[config.mk]
export PLATFORM = sky130hd
export DESIGN_NAME = comment_string_stripper_unit
export DESIGN_NICKNAME = d
export VERILOG_FILES = /design/src/sv/css_pkg.sv /design/src/sv/comment_string_stripper_unit.sv
export SDC_FILE = /design/constraint.sdc
export NUM_CORES = 1
export LEC_CHECK = 0
export BUFFER_PORTS_ARGS = -buffer_cell sky130_fd_sc_hd__buf_4
export CAP_MARGIN = 0
export CORE_MARGIN = 4
export CORE_UTILIZATION = 35
export DETAILED_ROUTE_END_ITERATION = 8
export SLEW_MARGIN = 5
export SYNTH_ARGS = -nofsm -noshare
export SYNTH_HDL_FRONTEND = slang
export SYNTH_SLANG_ARGS = --single-unit
[constraint.sdc]
create_clock -name clock -period 4.2 [get_ports clock]
set_clock_uncertainty 0.15 [all_clocks]
set_input_delay 0.21 -clock clock [delete_from_list [all_inputs] [get_ports clock]]
set_output_delay 0.21 -clock clock [all_outputs]
set_load 0.1 [all_outputs]
[src/sv/css_pkg.sv]
package css_pkg;

   localparam int unsigned CharWidth = 16;

   localparam logic [CharWidth-1:0] CH_SLASH  = 16'h002F;
   localparam logic [CharWidth-1:0] CH_STAR   = 16'h002A;
   localparam logic [CharWidth-1:0] CH_DQUOTE = 16'h0022;
   localparam logic [CharWidth-1:0] CH_SQUOTE = 16'h0027;
   localparam logic [CharWidth-1:0] CH_BTICK  = 16'h0060;
   localparam logic [CharWidth-1:0] CH_BSLASH = 16'h005C;
   localparam logic [CharWidth-1:0] CH_NL     = 16'h000A;

   // lexer mode, one-hot
   typedef enum logic [5:0] {
      MODE_NORMAL = 6'b000001,
      MODE_LINE   = 6'b000010,
      MODE_BLOCK  = 6'b000100,
      MODE_DQ     = 6'b001000,
      MODE_SQ     = 6'b010000,
      MODE_TL     = 6'b100000
   } mode_type;

   // one result item as held in the result queue
   typedef struct packed {
      logic [CharWidth-1:0] out_char;
      logic                 char_present;
      logic                 end_marker;
      logic                 well_terminated;
   } result_type;

endpackage

[src/sv/comment_string_stripper_unit.sv]
// comment and string literal stripper, one utf-16 code unit per transfer
//
// input channel (req_): req_in_char is the code unit, req_in_last marks the
// final code unit of a source; a transfer happens when req_valid and
// req_ready are both high
// result channel (rsp_): one result per transfer, either a character
// (rsp_char_present high) or the closing status (rsp_end_marker high, with
// rsp_well_terminated set when the source ended outside strings and block
// comments); one input gives zero to three results
// configuration: csr_write_en with csr_write_data writes remove_strings;
// the user must write it only while the block is idle, the block itself does
// not enforce this; reset value is 1 (literals dropped)
// throughput: one input per cycle while each input gives at most one result;
// the result channel moves one result per cycle, so inputs that give more
// results, or a stalled receiver, fill the four-entry result queue and
// req_ready drops until three entries are free again
// reset: lexer state returns to normal text, queue is emptied, rsp_valid low
module comment_string_stripper_unit
   import css_pkg::*;
(
   input  logic                 clock,
   input  logic                 reset,
   // input channel
   input  logic                 req_valid,
   output logic                 req_ready,
   input  logic [CharWidth-1:0] req_in_char,
   input  logic                 req_in_last,
   // result channel
   output logic                 rsp_valid,
   input  logic                 rsp_ready,
   output logic [CharWidth-1:0] rsp_out_char,
   output logic                 rsp_char_present,
   output logic                 rsp_end_marker,
   output logic                 rsp_well_terminated,
   // configuration
   input  logic                 csr_write_en,
   input  logic                 csr_write_data
);

   localparam int unsigned QDepth = 4;
   localparam int unsigned PtrW   = $clog2(QDepth);
   localparam int unsigned CntW   = $clog2(QDepth + 1);
   localparam int unsigned NCand  = 4;

   // configuration register
   logic remove_strings_ff;

   // lexer state
   mode_type mode_ff, mode_in;
   logic     esc_ff, esc_in;
   logic     slash_ff, slash_in;
   logic     star_ff, star_in;

   // result queue
   result_type          queue_ff [QDepth];
   logic [PtrW-1:0]     wr_ptr_ff, wr_ptr_in;
   logic [PtrW-1:0]     rd_ptr_ff, rd_ptr_in;
   logic [CntW-1:0]     count_ff, count_in;

   logic req_xfer;
   logic rsp_xfer;

   // candidate results in stream order: flushed slash, current char,
   // slash still held at end, status
   logic       flush_slash;
   logic       emit_char;
   logic       end_slash;
   logic       well_term;
   logic       cand_valid [NCand];
   result_type cand_entry [NCand];
   logic [PtrW-1:0] cand_off [NCand];
   logic [CntW-1:0] push_n;

   logic is_slash, is_star, is_bslash, is_nl, is_quote;

   assign req_xfer = req_valid && req_ready;
   assign rsp_xfer = rsp_valid && rsp_ready;

   // room for the worst case of three results
   assign req_ready = (count_ff <= CntW'(QDepth - 3));
   assign rsp_valid = (count_ff != '0);

   assign rsp_out_char        = queue_ff[rd_ptr_ff].out_char;
   assign rsp_char_present    = queue_ff[rd_ptr_ff].char_present;
   assign rsp_end_marker      = queue_ff[rd_ptr_ff].end_marker;
   assign rsp_well_terminated = queue_ff[rd_ptr_ff].well_terminated;

   assign is_slash  = (req_in_char == CH_SLASH);
   assign is_star   = (req_in_char == CH_STAR);
   assign is_bslash = (req_in_char == CH_BSLASH);
   assign is_nl     = (req_in_char == CH_NL);
   assign is_quote  = (req_in_char == CH_DQUOTE) || (req_in_char == CH_SQUOTE) ||
                      (req_in_char == CH_BTICK);

   // lexer step for the item on the input port
   always_comb begin
      mode_in     = mode_ff;
      esc_in      = esc_ff;
      slash_in    = slash_ff;
      star_in     = star_ff;
      flush_slash = 1'b0;
      emit_char   = 1'b0;

      unique case (mode_ff)
         MODE_LINE: begin
            if (is_nl) begin
               mode_in   = MODE_NORMAL;
               emit_char = 1'b1;
            end
         end
         MODE_BLOCK: begin
            if (star_ff && is_slash) begin
               mode_in = MODE_NORMAL;
               star_in = 1'b0;
            end else begin
               star_in = is_star;
            end
         end
         MODE_DQ, MODE_SQ: begin
            if (esc_ff) begin
               esc_in    = 1'b0;
               emit_char = !remove_strings_ff;
            end else if (is_bslash) begin
               esc_in    = 1'b1;
               emit_char = !remove_strings_ff;
            end else if ((mode_ff == MODE_DQ && req_in_char == CH_DQUOTE) ||
                         (mode_ff == MODE_SQ && req_in_char == CH_SQUOTE)) begin
               mode_in   = MODE_NORMAL;
               emit_char = !remove_strings_ff;
            end else if (is_nl) begin
               // newline closes an open quote and always goes through
               mode_in   = MODE_NORMAL;
               emit_char = 1'b1;
            end else begin
               emit_char = !remove_strings_ff;
            end
         end
         MODE_TL: begin
            if (esc_ff) begin
               esc_in    = 1'b0;
               emit_char = !remove_strings_ff;
            end else if (is_bslash) begin
               esc_in    = 1'b1;
               emit_char = !remove_strings_ff;
            end else if (req_in_char == CH_BTICK) begin
               mode_in   = MODE_NORMAL;
               emit_char = !remove_strings_ff;
            end else begin
               emit_char = !remove_strings_ff;
            end
         end
         default: begin
            // normal text: a held slash is resolved by this character
            mode_in = MODE_NORMAL;
            if (slash_ff && is_slash) begin
               slash_in = 1'b0;
               mode_in  = MODE_LINE;
            end else if (slash_ff && is_star) begin
               slash_in = 1'b0;
               mode_in  = MODE_BLOCK;
               star_in  = 1'b0;
            end else begin
               flush_slash = slash_ff;
               slash_in    = 1'b0;
               if (is_slash) begin
                  slash_in = 1'b1;
               end else if (is_quote) begin
                  esc_in    = 1'b0;
                  emit_char = !remove_strings_ff;
                  if (req_in_char == CH_DQUOTE) begin
                     mode_in = MODE_DQ;
                  end else if (req_in_char == CH_SQUOTE) begin
                     mode_in = MODE_SQ;
                  end else begin
                     mode_in = MODE_TL;
                  end
               end else begin
                  emit_char = 1'b1;
               end
            end
         end
      endcase

      // end of source: flush the slash, report status, start afresh
      end_slash = req_in_last && slash_in;
      well_term = (mode_in == MODE_NORMAL) || (mode_in == MODE_LINE);
      if (req_in_last) begin
         mode_in  = MODE_NORMAL;
         esc_in   = 1'b0;
         slash_in = 1'b0;
         star_in  = 1'b0;
      end
   end

   // candidate results and their places in the queue
   always_comb begin
      cand_valid[0] = flush_slash;
      cand_valid[1] = emit_char;
      cand_valid[2] = end_slash;
      cand_valid[3] = req_in_last;

      cand_entry[0] = '{out_char: CH_SLASH, char_present: 1'b1,
                        end_marker: 1'b0, well_terminated: 1'b0};
      cand_entry[1] = '{out_char: req_in_char, char_present: 1'b1,
                        end_marker: 1'b0, well_terminated: 1'b0};
      cand_entry[2] = '{out_char: CH_SLASH, char_present: 1'b1,
                        end_marker: 1'b0, well_terminated: 1'b0};
      cand_entry[3] = '{out_char: '0, char_present: 1'b0,
                        end_marker: 1'b1, well_terminated: well_term};

      cand_off[0] = '0;
      for (int k = 1; k < NCand; k++) begin
         cand_off[k] = cand_off[k-1] + PtrW'(cand_valid[k-1]);
      end
      push_n = CntW'(cand_off[NCand-1]) + CntW'(cand_valid[NCand-1]);
   end

   // queue pointers and fill level
   always_comb begin
      wr_ptr_in = wr_ptr_ff;
      rd_ptr_in = rd_ptr_ff;
      count_in  = count_ff;
      if (req_xfer) begin
         wr_ptr_in = wr_ptr_ff + PtrW'(push_n);
      end
      if (rsp_xfer) begin
         rd_ptr_in = rd_ptr_ff + PtrW'(1);
      end
      count_in = count_ff + (req_xfer ? push_n : '0) - CntW'(rsp_xfer);
   end

   always_ff @(posedge clock) begin
      if (reset) begin
         remove_strings_ff <= 1'b1;
         mode_ff           <= MODE_NORMAL;
         esc_ff            <= 1'b0;
         slash_ff          <= 1'b0;
         star_ff           <= 1'b0;
         wr_ptr_ff         <= '0;
         rd_ptr_ff         <= '0;
         count_ff          <= '0;
      end else begin
         if (csr_write_en) begin
            remove_strings_ff <= csr_write_data;
         end
         if (req_xfer) begin
            mode_ff  <= mode_in;
            esc_ff   <= esc_in;
            slash_ff <= slash_in;
            star_ff  <= star_in;
         end
         wr_ptr_ff <= wr_ptr_in;
         rd_ptr_ff <= rd_ptr_in;
         count_ff  <= count_in;
      end
   end

   // queue payload, no reset
   always_ff @(posedge clock) begin
      for (int k = 0; k < NCand; k++) begin
         if (req_xfer && cand_valid[k]) begin
            queue_ff[wr_ptr_ff + cand_off[k]] <= cand_entry[k];
         end
      end
   end

endmodule
==> results of run 1 <==
state kept, by name (all words and copies together), names as in the netlist, named ones only:
register	flops
star_ff	1
esc_ff	1
remove_strings_ff	1
slash_ff	1
queue_ff	76
count_ff	3
rd_ptr_ff	2
mode_ff	6
wr_ptr_ff	2
cell usage in the layout, fill, tap and decap left out, drive strengths merged, types with 4 or more instances in the layout:
master and instances:
xnor2 6, ha 10, mux4 19, o21a 5
nor3 10, nand2 29, a22o 44, o221a 20
xor2 7, nor4 8, clkbuf 9, dlygate4sd3 7
or4 4, inv 22, nand3 8, o21ai 22
nor2b 9, and2 6, o211a 4, a21oi 15
nor2 27, edfxtp 4, and3 6, buf 94
dfxtp 91, or3 5
routing by layer:
metal | part of all wire (%) | vias to the layer above | routed length, µm | GRT usage (%)
met5 | 0 | - | 0 | 0
met4 | 2.1 | 0 | 275 | 5.89
met3 | 5.9 | 25 | 782 | 4.13
met2 | 48 | 143 | 6400 | 29.5
met1 | 44 | 2030 | 5870 | 23.7
li1 | - | 1926 | - | -
synth_stat cells (all sizes together), types with 2 or more instances:
| cell | number |
|---|---|
| buf | 8 |
| nand2 | 29 |
| and3b | 3 |
| a211oi | 3 |
| or2 | 2 |
| o211a | 4 |
| o211ai | 2 |
| or3 | 5 |
| a22oi | 2 |
| nor4b | 2 |
| o21a | 5 |
| nand4b | 2 |
| dfxtp | 91 |
| a31oi | 2 |
| o32ai | 2 |
| a32oi | 2 |
| clkbuf | 17 |
| a22o | 44 |
| nor2 | 27 |
| xnor2 | 6 |
| or4 | 4 |
| mux4 | 19 |
| o21ai | 22 |
| nand3 | 8 |
| nor3 | 10 |
| nor4bb | 3 |
| o221a | 20 |
| a21oi | 15 |
| nor2b | 9 |
| o2111ai | 2 |
| xor2 | 7 |
| inv | 19 |
| edfxtp | 4 |
| nor4 | 8 |
| and3 | 6 |
| ha | 10 |
| nand3b | 3 |
| fa | 2 |
| and2 | 6 |
what timing repair did:
action,CTS,global route
endpoints found under the hold margin,18,0
gates resized for setup,3,17
gates cloned,0,0
pin swaps,0,8
hold buffers,7,0
setup buffers,0,3
endpoints found under the setup margin,12,74
worst min-delay path by stage:
stage	to	depth (start not counted)	slack (ps)	startpoint
3_3_place_gp	remove_strings_ff	2	280	csr_write_en
4_1_cts	count_ff[1]	2	30	reset
3_5_place_dp	remove_strings_ff	2	280	csr_write_en
5_1_grt	queue_ff[1][15]	3	50	req_in_char[12]
6_report	mode_ff[2]	2	30	reset
2_1_floorplan	remove_strings_ff	1	180	csr_write_en
area by class of cell:
class	count	area share, %
Clock inverter	7	1.47
Sequential cell	95	32.4
Timing Repair Buffer	101	13.5
Tap cell	176	3.66
Inverter	19	1.18
Clock buffer	9	3.74
Multi-Input combinational cell	312	44.0
kinds of logic (layout without fill, tap and decap cells):
kind of cell,after synthesis,after routing
adders and majority gates,12,12
muxes,19,19
xor gates and xnor gates,13,13
AOI/OAI and AO/OA,138,138
buffers and inverters,44,136
DFF,95,95
and+or+nand+nor,130,130
stage by stage:
stage | instances | worst slack [ps]
6_report | 719 | 188
2_1_floorplan | 451 | 47.0
5_1_grt | 719 | -21.6
3_3_place_gp | 693 | -208
4_1_cts | 716 | 15.3
3_5_place_dp | 693 | -243
where the power goes:
| part | switching, mW | internal (mW) |
|---|---|---|
| clock network | 0.390 | 0.475 |
| registers | 0.196 | 1.25 |
| logic | 1.50 | 0.773 |
==> results.md, run 1 <==
- Mux contribution to synthesized area: under 10%
- Final Max Tran Viols: 0
- Final GP Congestion: 0.910
- H-tree depth: 3
- Leak Pwr: around 2.4 nW
- Area share of xor/xnor cells in the synthesized design: under 10%
- Synth area leader: dfxtp_1
- Post-synthesis sequential area ratio: between 40 and 50%
- CTS tree: done
- Clock Sink Count: 95
- Detailed placer's ending HPWL: 9.36 mm
- CP startpoint kind: flip-flop
- Synth top area cells: dfxtp_1, mux4_2, a22o_1
- Synth Register Bits: between 90 and 100
- Final period utilization: 95.5%
- Post-synth top flop: dfxtp_1
- Largest net degree at the start of global routing: 21
- Max Cap Violations: 0
- # nets final: roughly 570
- Distinct cells, synth: 64
- CP Capture Type: flip-flop
- First-pass detailed-route iteration total: 5
- Initial antenna violation count: 0
- FFs w/ async S/R, synth: 0%
- Hold Fails Final Rpt: 0
- Clock Pin Slew Worst Setup and Hold Paths: ~80 ps
- Design area: about 6000 µm²
- DRC violations left: 0
- Ys Warns: 0
- Sequential cell area: ~2000 µm²
- DRT antenna net count: 0
- Initial core utilization: approximately 36%
- Mapped Cells: 451
- Combinational family with the most area after synthesis: compound AO/OA/AOI/OAI gates
- Area Growth Syn to Fin: 28.0%
- Crit path kind: reg2reg
- Routed length per placed instance: ~19 µm
- Top cell family by delay on the critical path: compound AO/OA/AOI/OAI gates
- Tot Pwr: ~4.6 mW
- Worst vdd ir: around 0.70 mV
- Final setup fails: 0
- Syn avg cell area: between 10 and 15 µm²
- Type of the tightest min-delay check: in2reg
- I/O pins: 44
- Worst setup path endpoint: queue_ff[3][10]
- Max Freq: 249 MHz
- # fillers: 1249
- Hold_ws: between 30 and 40 ps
- Vias: a little over 4000
- Slew HR: between 20% and 30%
- Compound-Gate Fraction of Synth Area: between 20% and 30%
- Layout cells sized above 1: around 30%
- Cell Chain, Critical Path: nor4_4 > buf_4 > a22oi_2 > and2_1 > o2111a_1 > or2_4 > ha_1 > ha_1 > xor2_1 > nand2_1 > a31o_2 > nor3_1 > o221ai_1 > o211a_1 > buf_4 > a22o_1
- Total CTS buffers: 9
- Post-synth EDFFs: 4
- PortBufs: 43
- Reg2reg setup slack: roughly 190 ps
- Post-synthesis adder-cell area fraction: 3.51%
- Post-Synth Simple-Gate Area: between 15 and 20%
- CP Depth: 16
- Core outline area: ~13000 µm²
- CP Data Arrival Time: roughly 4000 ps
- Worst Reg-to-Reg Cells: 16
- All-Layer GR Usage: 18.1%
- Vias in the first global route: approximately 4100
- Initial drt markers: 424
- Cell Pwr Density: approximately 760 nW/µm²
- Multi-input gate area: around 2700 µm²
- Slowest cell on the critical path: dfxtp_4
- Worst Path Required: between 4000 and 5000 ps
- Critical path peak fanout: 7
- CTS root buf: clkbuf_16
- Top cell type's share of synthesized area: about 39%
- Worst-Margin Slew: around 1000 ps
- Final min period: 4010 ps
- Grt ovf: 0
- Status: completed
- WP buf/inv: 2
- Via density: between 5 and 6
- CP startpoint: mode_ff[0]
- Reg-to-Reg Start: mode_ff[0]
- Syn nets: 486
- Global-route wire length before repair: 21.6 mm
- CP max stage delay: between 300 and 400 ps
- Max Root-Sink Buffers: 2
- FP Rows: 42
- Clk_lat worst skew: roughly 360 ps
- Die area: ~15000 µm²
- N_diodes: 0
- Post-Route Utilization: between 40 and 50%
- WL final: 13.3 mm
- Placed Area: approximately 5500 µm²
- Die Ht: between 100 and 150 µm
- R2R Path End: queue_ff[3][10]
- Die X: between 100 and 150 µm
- Synthesized area: ~4700 µm²
- Setup TNS Final: 0 ps
No activity file was read; power rests on OpenSTA's default activity.
==> inputs of run 2 (changes only) <==
Settings changed: CORE_UTILIZATION 35 to 50, PLACE_DENSITY set to 0.72, TNS_END_PERCENT set to 5.
==> results.md, run 2 (same netlist as run 1, synthesis figures left out) <==
- Non-filler cells, final: 656 (-8.8%)
- Hold Fails Final Rpt: 0 (unchanged)
- Global-route wire length before repair: 20.6 mm (-4.4%)
- CTS tree: done
- Cells after DPL: 630 (-9.1%)
- Die area: 11000 µm² (-28%)
- Cell Pwr Density: 741 nW/µm² (-2.7%)
- Layout cells sized above 1: 31.6% (+1.2 points)
- Area Growth Syn to Fin: 24.6%
- Max Freq: 245 MHz (-1.6%)
- DRC violations left: 0 (unchanged)
- Die Ht: 105 µm (-15%)
- Initial core utilization: 51.2% (+15 points)
- Final GP Congestion: 0.952 (+4.6%)
- WL final: 12.8 mm (-4.3%)
- Die X: 105 µm (-15%)
- Max reg flops: 76 (unchanged)
- I/O pins: 44 (unchanged)
- Most common cell after layout, fill and taps aside: buf_4
- Status: completed
- Slowest cell on the critical path: fa_1
- Crit path kind: reg2reg
- H-tree depth: 3 (unchanged)
- Final setup fails: 0 (unchanged)
- Final Max Tran Viols: 0 (unchanged)
- Final period utilization: 97.1% (+1.6 points)
- N_diodes: 0 (unchanged)
- Detailed placer's ending HPWL: 8.90 mm (-4.9%)
- Clk_lat worst skew: 370 ps (about the same)
- FP Rows: 35 (-17%)
- Clock Pin Slew Worst Setup and Hold Paths: 110 ps (+30 ps)
- Largest net degree at the start of global routing: 21 (unchanged)
- Post-Route Utilization: 63.7% (+18 points)
- Routed length per placed instance: 19.4 µm (+4.9%)
- Clock Sink Count: 95 (unchanged)
- Grt ovf: 0 (unchanged)
- DRT antenna net count: 0 (unchanged)
- Worst vdd ir: 0.475 mV (-32%)
- RSZ-0062 raised after global routing: true
- All-Layer GR Usage: 23.1% (+5.0 points)
- Initial antenna violation count: 0 (unchanged)
- First-pass detailed-route iteration total: 5 (unchanged)
- Core outline area: 9200 µm² (-30%)
- Final min period: 4080 ps (+66.5 ps)
- CP dominant cell by count: inv_1
- CP Data Arrival Time: 4190 ps (+90 ps)
- Max Root-Sink Buffers: 2 (unchanged)
- Type of the tightest min-delay check: in2reg
- Critical path peak fanout: 5 (-2)
- Leak Pwr: 2.35 nW (-1.8%)
- Most frequent cells in the layout: buf_4, dfxtp_1, a22o_1
- PortBufs: 43 (unchanged)
- CP max stage delay: 500 ps (+120 ps)
- CP startpoint kind: flip-flop
- # nets final: 575 (+0.35%)
- CTS root buf: clkbuf_8
- Max Cap Violations: 0 (unchanged)
- Vias: 4121 (-0.073%)
- Slew HR: 28.2% (-1.5 points)
- Worst Path Required: 4310 ps (+20 ps)
- Cell Chain, Critical Path: nor4_4 > and3b_2 > a21oi_1 > o32ai_2 > or2_4 > inv_1 > fa_1 > inv_1 > ha_4 > nand2_1 > ha_1 > inv_1 > ha_1 > inv_1 > fa_2 > xor2_2 > xnor2_1 > nor2_1
- CP Capture Type: flip-flop
- Vias in the first global route: 4039 (-1.6%)
- Initial drt markers: 333 (-21%)
- Total CTS buffers: 9 (unchanged)
- Via density: 6.28 (+9.5%)
- Worst-Margin Slew: 1060 ps (+21.8 ps)
- # fillers: 755 (-40%)
==> run 2: cell types whose count changed in the layout (fill, tap and decap cells not counted), sizes merged <==
cell	before	now
buf	94	97
bufinv	1	0
clkinvlp	0	1
dlygate4sd3	7	6
==> run 2: critical path, delay by kind of cell (launching register included) <==
kind,cells,cell delay [ps]
flops,1,400
compound gates,2,400
simple gates,5,910
fa+ha+maj,5,1550
xor+xnor,2,340
buf+inv,4,230
==> run 2: worst paths after layout <==
path	cells past startpoint	slack [ps]	startpoint	endpoint
worst max register to register	18	120	mode_ff[0]	count_ff[2]
worst max-delay path	18	120	mode_ff[0]	count_ff[2]
worst min register to register	2	310	queue_ff[2][1]	queue_ff[2][1]
worst min-delay path	3	20	req_in_char[9]	queue_ff[0][12]
==> run 2: stage by stage <==
step                TNS (ps)  setup WS, ps  power (mW)  cell area, µm²  hold slack [ps]
CTS                        0          3.37        4.33            5730             5.40
floorplan                  0          47.0        3.22            4700              176
detailed placement     -9340          -304        3.71            5470              277
global route            -328          -121        4.54            5860             4.10
finish                     0           121        4.34            5860             17.6
global placement       -4270          -185        3.67            5470              268
==> run 2: power by group <==
| part | total (mW) | internal [mW] | switching [mW] |
|---|---|---|---|
| combinational | 2.29 | 0.786 | 1.51 |
| clock | 0.609 | 0.235 | 0.374 |
| sequential | 1.44 | 1.25 | 0.194 |
==> run 2: final cells by class <==
type | instances | area (µm²) | share of cell area [%]
flip-flops and latches | 95 | 1950 | 33.3
clock buffers | 9 | 124 | 2.11
inverters | 19 | 71.3 | 1.22
well taps | 111 | 139 | 2.37
multi-input cells | 312 | 2680 | 45.6
repair buffers | 103 | 826 | 14.1
clock inverters | 7 | 75.1 | 1.28
==> run 2: per-layer routing <==
layer	wire [µm]	GRT usage (%)	vias to the layer above	part of all wire (%)
li1	-	-	1924	-
met2	6150	37.9	159	48
met3	823	5.25	23	6.5
met5	0	0	-	0
met4	221	6.19	0	1.7
met1	5560	30.7	2015	44
==> run 2: repair_timing <==
action | in CTS | in global routing
endpoints found under the setup margin | 28 | 73
hold buffers | 6 | 0
buffers inserted | 0 | 4
gates resized for setup | 3 | 21
endpoints found under the hold margin | 14 | 0
pin swaps | 0 | 7
cloned | 0 | 0
==> inputs of run 3 (changes only) <==
Settings changed: ABC_AREA set to 1, ABC_CLOCK_PERIOD_IN_PS set to 4200, PLACE_DENSITY 0.72 to 0.71.
==> results.md, run 3 <==
- Slowest cell on the critical path: dlygate4sd3_1
- H-tree depth: 3 (unchanged)
- Initial drt markers: 461 (+38%)
- Placed Area: 6050 µm² (+11%)
- Clk pwr share: 16.8% (+2.8 points)
- Initial antenna violation count: 0 (unchanged)
- Leak Pwr: 3.51 nW (+50%)
- Final GP Congestion: 0.899 (-5.5%)
- Logic pwr share: 51.9% (-0.9 points)
- Synth area leader: dfxtp_1
- Clock Sink Count: 95 (unchanged)
- Via density: 5.28 (-16%)
- Cell Pwr Density: 723 nW/µm² (-2.4%)
- Design area: 6500 µm² (+11%)
- I/O pins: 44 (unchanged)
- All-Layer GR Usage: 23.8% (+0.66 points)
- Total CTS buffers: 9 (unchanged)
- Max Cap Violations: 0 (unchanged)
- Slew HR: 43.5% (+15 points)
- Final min period: 3960 ps (-122 ps)
- WP buf/inv: 5 (+1)
- Syn nets: 901 (+85%)
- Final setup fails: 0 (unchanged)
- Reg2reg setup slack: 420 ps (+300 ps)
- Worst setup margin: 244 ps (+122 ps)
- Internal power: 2.31 mW (+1.9%)
- CP startpoint: req_in_char[9]
- Top cell family by delay on the critical path: adder cells
- Post-synth EDFFs: 4 (unchanged)
- Commonest cells post-synth: nand2_1, inv_1, nor2_1
- Area Growth Syn to Fin: 14.8%
- Die area: 13100 µm² (+19%)
- Distinct cells, synth: 40 (-38%)
- DRT antenna net count: 0 (unchanged)
- Critical path peak fanout: 15 (+10)
- Worst Path Required: 4280 ps (-30 ps)
- Vias in the first global route: 5028 (+24%)
- Initial core utilization: 51.8% (+0.59 points)
- R2R Path End: count_ff[2]
- Psw: 2.39 mW (+15%)
- Vias: 5555 (+35%)
- Cell with the most instances after synthesis: nand2_1
- Crit path kind: in2reg
- Die Ht: 114 µm (+8.9%)
- Worst vdd ir: 0.696 mV (+47%)
- Top cell type's share of synthesized area: 32.2% (-6.5 points)
- Synthesized area: 5660 µm² (+20%)
- Grt ovf: 0 (unchanged)
- Synth Register Bits: 95 (unchanged)
- # nets final: 943 (+64%)
- Routed length per placed instance: 14.4 µm (-26%)
- CP Depth: 21 (+3)
- Mapped Cells: 866 (+92%)
- Post-synthesis sequential area ratio: 34.3% (-7.0 points)
- Layout cells sized above 1: 12.7% (-19 points)
- Syn avg cell area: 6.53 µm² (-37%)
- FFs w/ async S/R, synth: 0% (unchanged)
- Setup Slack @ Placement: 311 ps (+615 ps)
- Max Root-Sink Buffers: 2 (unchanged)
- CP Data Arrival Time: 4040 ps (-150 ps)
- Final period utilization: 94.2% (-2.9 points)
- Global-route wire length before repair: 25.1 mm (+22%)
- Worst-Margin Slew: 847 ps (-215 ps)
- Worst Reg-to-Reg Cells: 17 (-1)
- Worst setup path endpoint: count_ff[2]
- CTS root buf: clkbuf_16
- Hold Fails Final Rpt: 0 (unchanged)
- Ys Warns: 0 (unchanged)
- Final Max Tran Viols: 0 (unchanged)
- Most common cell after layout, fill and taps aside: nand2_1
- CP startpoint kind: primary input
- Largest net degree at the start of global routing: 29 (+38%)
- Clock Pin Slew Worst Setup and Hold Paths: 70 ps (-40 ps)
- N_diodes: 0 (unchanged)
- Synth top area cells: dfxtp_1, nand2_1, inv_1
- WL final: 15.2 mm (+19%)
- Switching Share: 50.8% (+3.0 points)
- Status: completed
- Die X: 114 µm (+8.9%)
- CTS tree: done
- CP Capture Type: flip-flop
- Tot Pwr: 4.70 mW (+8.2%)
- DRC violations left: 0 (unchanged)
- Setup TNS Final: 0 ps (unchanged)
- Flop pwr share: 31.2% (-2.0 points)
- Clk_lat worst skew: 350 ps (-20 ps)
- CP max stage delay: 560 ps (+60 ps)
- Max reg flops: 76 (unchanged)
- Cells after DPL: 1022 (+62%)
- Type of the tightest min-delay check: in2reg
- Post-synth top flop: dfxtp_1
- FP Rows: 38 (+8.6%)
- Cell Chain, Critical Path: dlygate4sd3_1 > buf_4 > nor2_1 > nand2_1 > nor2_4 > buf_12 > nand3_1 > nor2_1 > nor2_1 > nand2_4 > inv_1 > fa_1 > inv_1 > ha_1 > ha_1 > nand2_1 > ha_1 > fa_2 > xor2_2 > o21ai_0 > a21oi_1
- Max Freq: 253 MHz (+3.1%)
- Reg-to-Reg Start: mode_ff[0]
- First-pass detailed-route iteration total: 5 (unchanged)
- PortBufs: 43 (unchanged)
- Core outline area: 10900 µm² (+19%)
- RSZ-0062 raised after global routing: false
- Non-filler cells, final: 1053 (+61%)
- Detailed placer's ending HPWL: 10.3 mm (+16%)
- Most frequent cells in the layout: nand2_1, inv_1, nor2_1
-- run 3: cell types whose count changed after synthesis, moves of 10 or more --
| cell | delta |
|---|---|
| a22o_1 | -44 |
| o22ai_1 | +13 |
| mux4_2 | -19 |
| nand3_1 | +77 |
| nor2_1 | +67 |
| inv_1 | +120 |
| a21oi_1 | +19 |
| buf_2 | +10 |
| o221a_1 | -20 |
| nand4_1 | +44 |
| o21ai_0 | +37 |
| nand2_1 | +176 |
-- run 3: how the worst min path moves through the flow --
stage            startpoint           endpoint  cells past startpoint
4_1_cts           rsp_ready          flip-flop                      4
3_3_place_gp   csr_write_en  remove_strings_ff                      2
3_5_place_dp   csr_write_en  remove_strings_ff                      2
2_1_floorplan  csr_write_en  remove_strings_ff                      1
6_report          rsp_ready          flip-flop                      4
5_1_grt         req_in_last             esc_ff                      4
-- run 3: power groups by stage --
stage | clock network [mW] | logic, mW | registers, mW
final | 0.790 | 2.44 | 1.47
after global routing | 0.843 | 2.64 | 1.51
after CTS | 0.804 | 2.43 | 1.46
after detailed placement | 0 | 2.42 | 1.48
after global placement | 0 | 2.40 | 1.47
after floorplan | 0 | 1.96 | 1.42
-- run 3: cells by family (layout without fill, tap and decap cells) --
kind of cell	count (synthesis)	count (layout)	share of synthesized area, %
XOR/XNOR	6	6	0.929
AND/OR/NAND/NOR	469	469	38.8
flip-flops	95	95	34.3
buffers and inverters	185	232	13.8
AO/OA/AOI/OAI	99	99	9.33
adder cells (fa/ha/maj)	12	12	2.92
-- run 3: area by class of cell --
class	instances	area, µm²
Clock buffer	9	225
Clock inverter	7	53.8
Fill cell	1080	4440
Inverter	143	539
Multi-Input combinational cell	586	2950
Sequential cell	95	1940
Tap cell	140	175
Timing Repair Buffer	73	608
-- run 3: metrics by stage --
stage               util, %  hold slack [ps]
floorplan                 -              160
global placement       55.3              258
detailed placement     55.3              265
CTS                    59.1             75.6
global route           59.4              118
finish                 59.4              102
-- run 3: per-layer routing --
metal	vias up	track usage, %	routed length [µm]
met3	20	3.49	1120
li1	2854	-	-
met2	201	38.2	6950
met1	2480	32.8	6870
met4	0	7.84	215
met5	-	0	0
-- run 3: what timing repair did --
item / in CTS / in global routing
setup endpoints to repair: 0 / 25
endpoints found under the hold margin: 20 / 0
hold buffers: 14 / 0
gates resized for setup: 0 / 4
buffers inserted: 0 / 1
-- run 3: worst reg2reg max path, delay by kind of cell, from the launching register on --
family                     cells  cell delay [ps]
AOI/OAI and AO/OA              2              210
and+or+nand+nor                8              990
buffers and inverters          1               60
xor gates and xnor gates       1              150
DFF                            1              420
adders and majority gates      5             1680
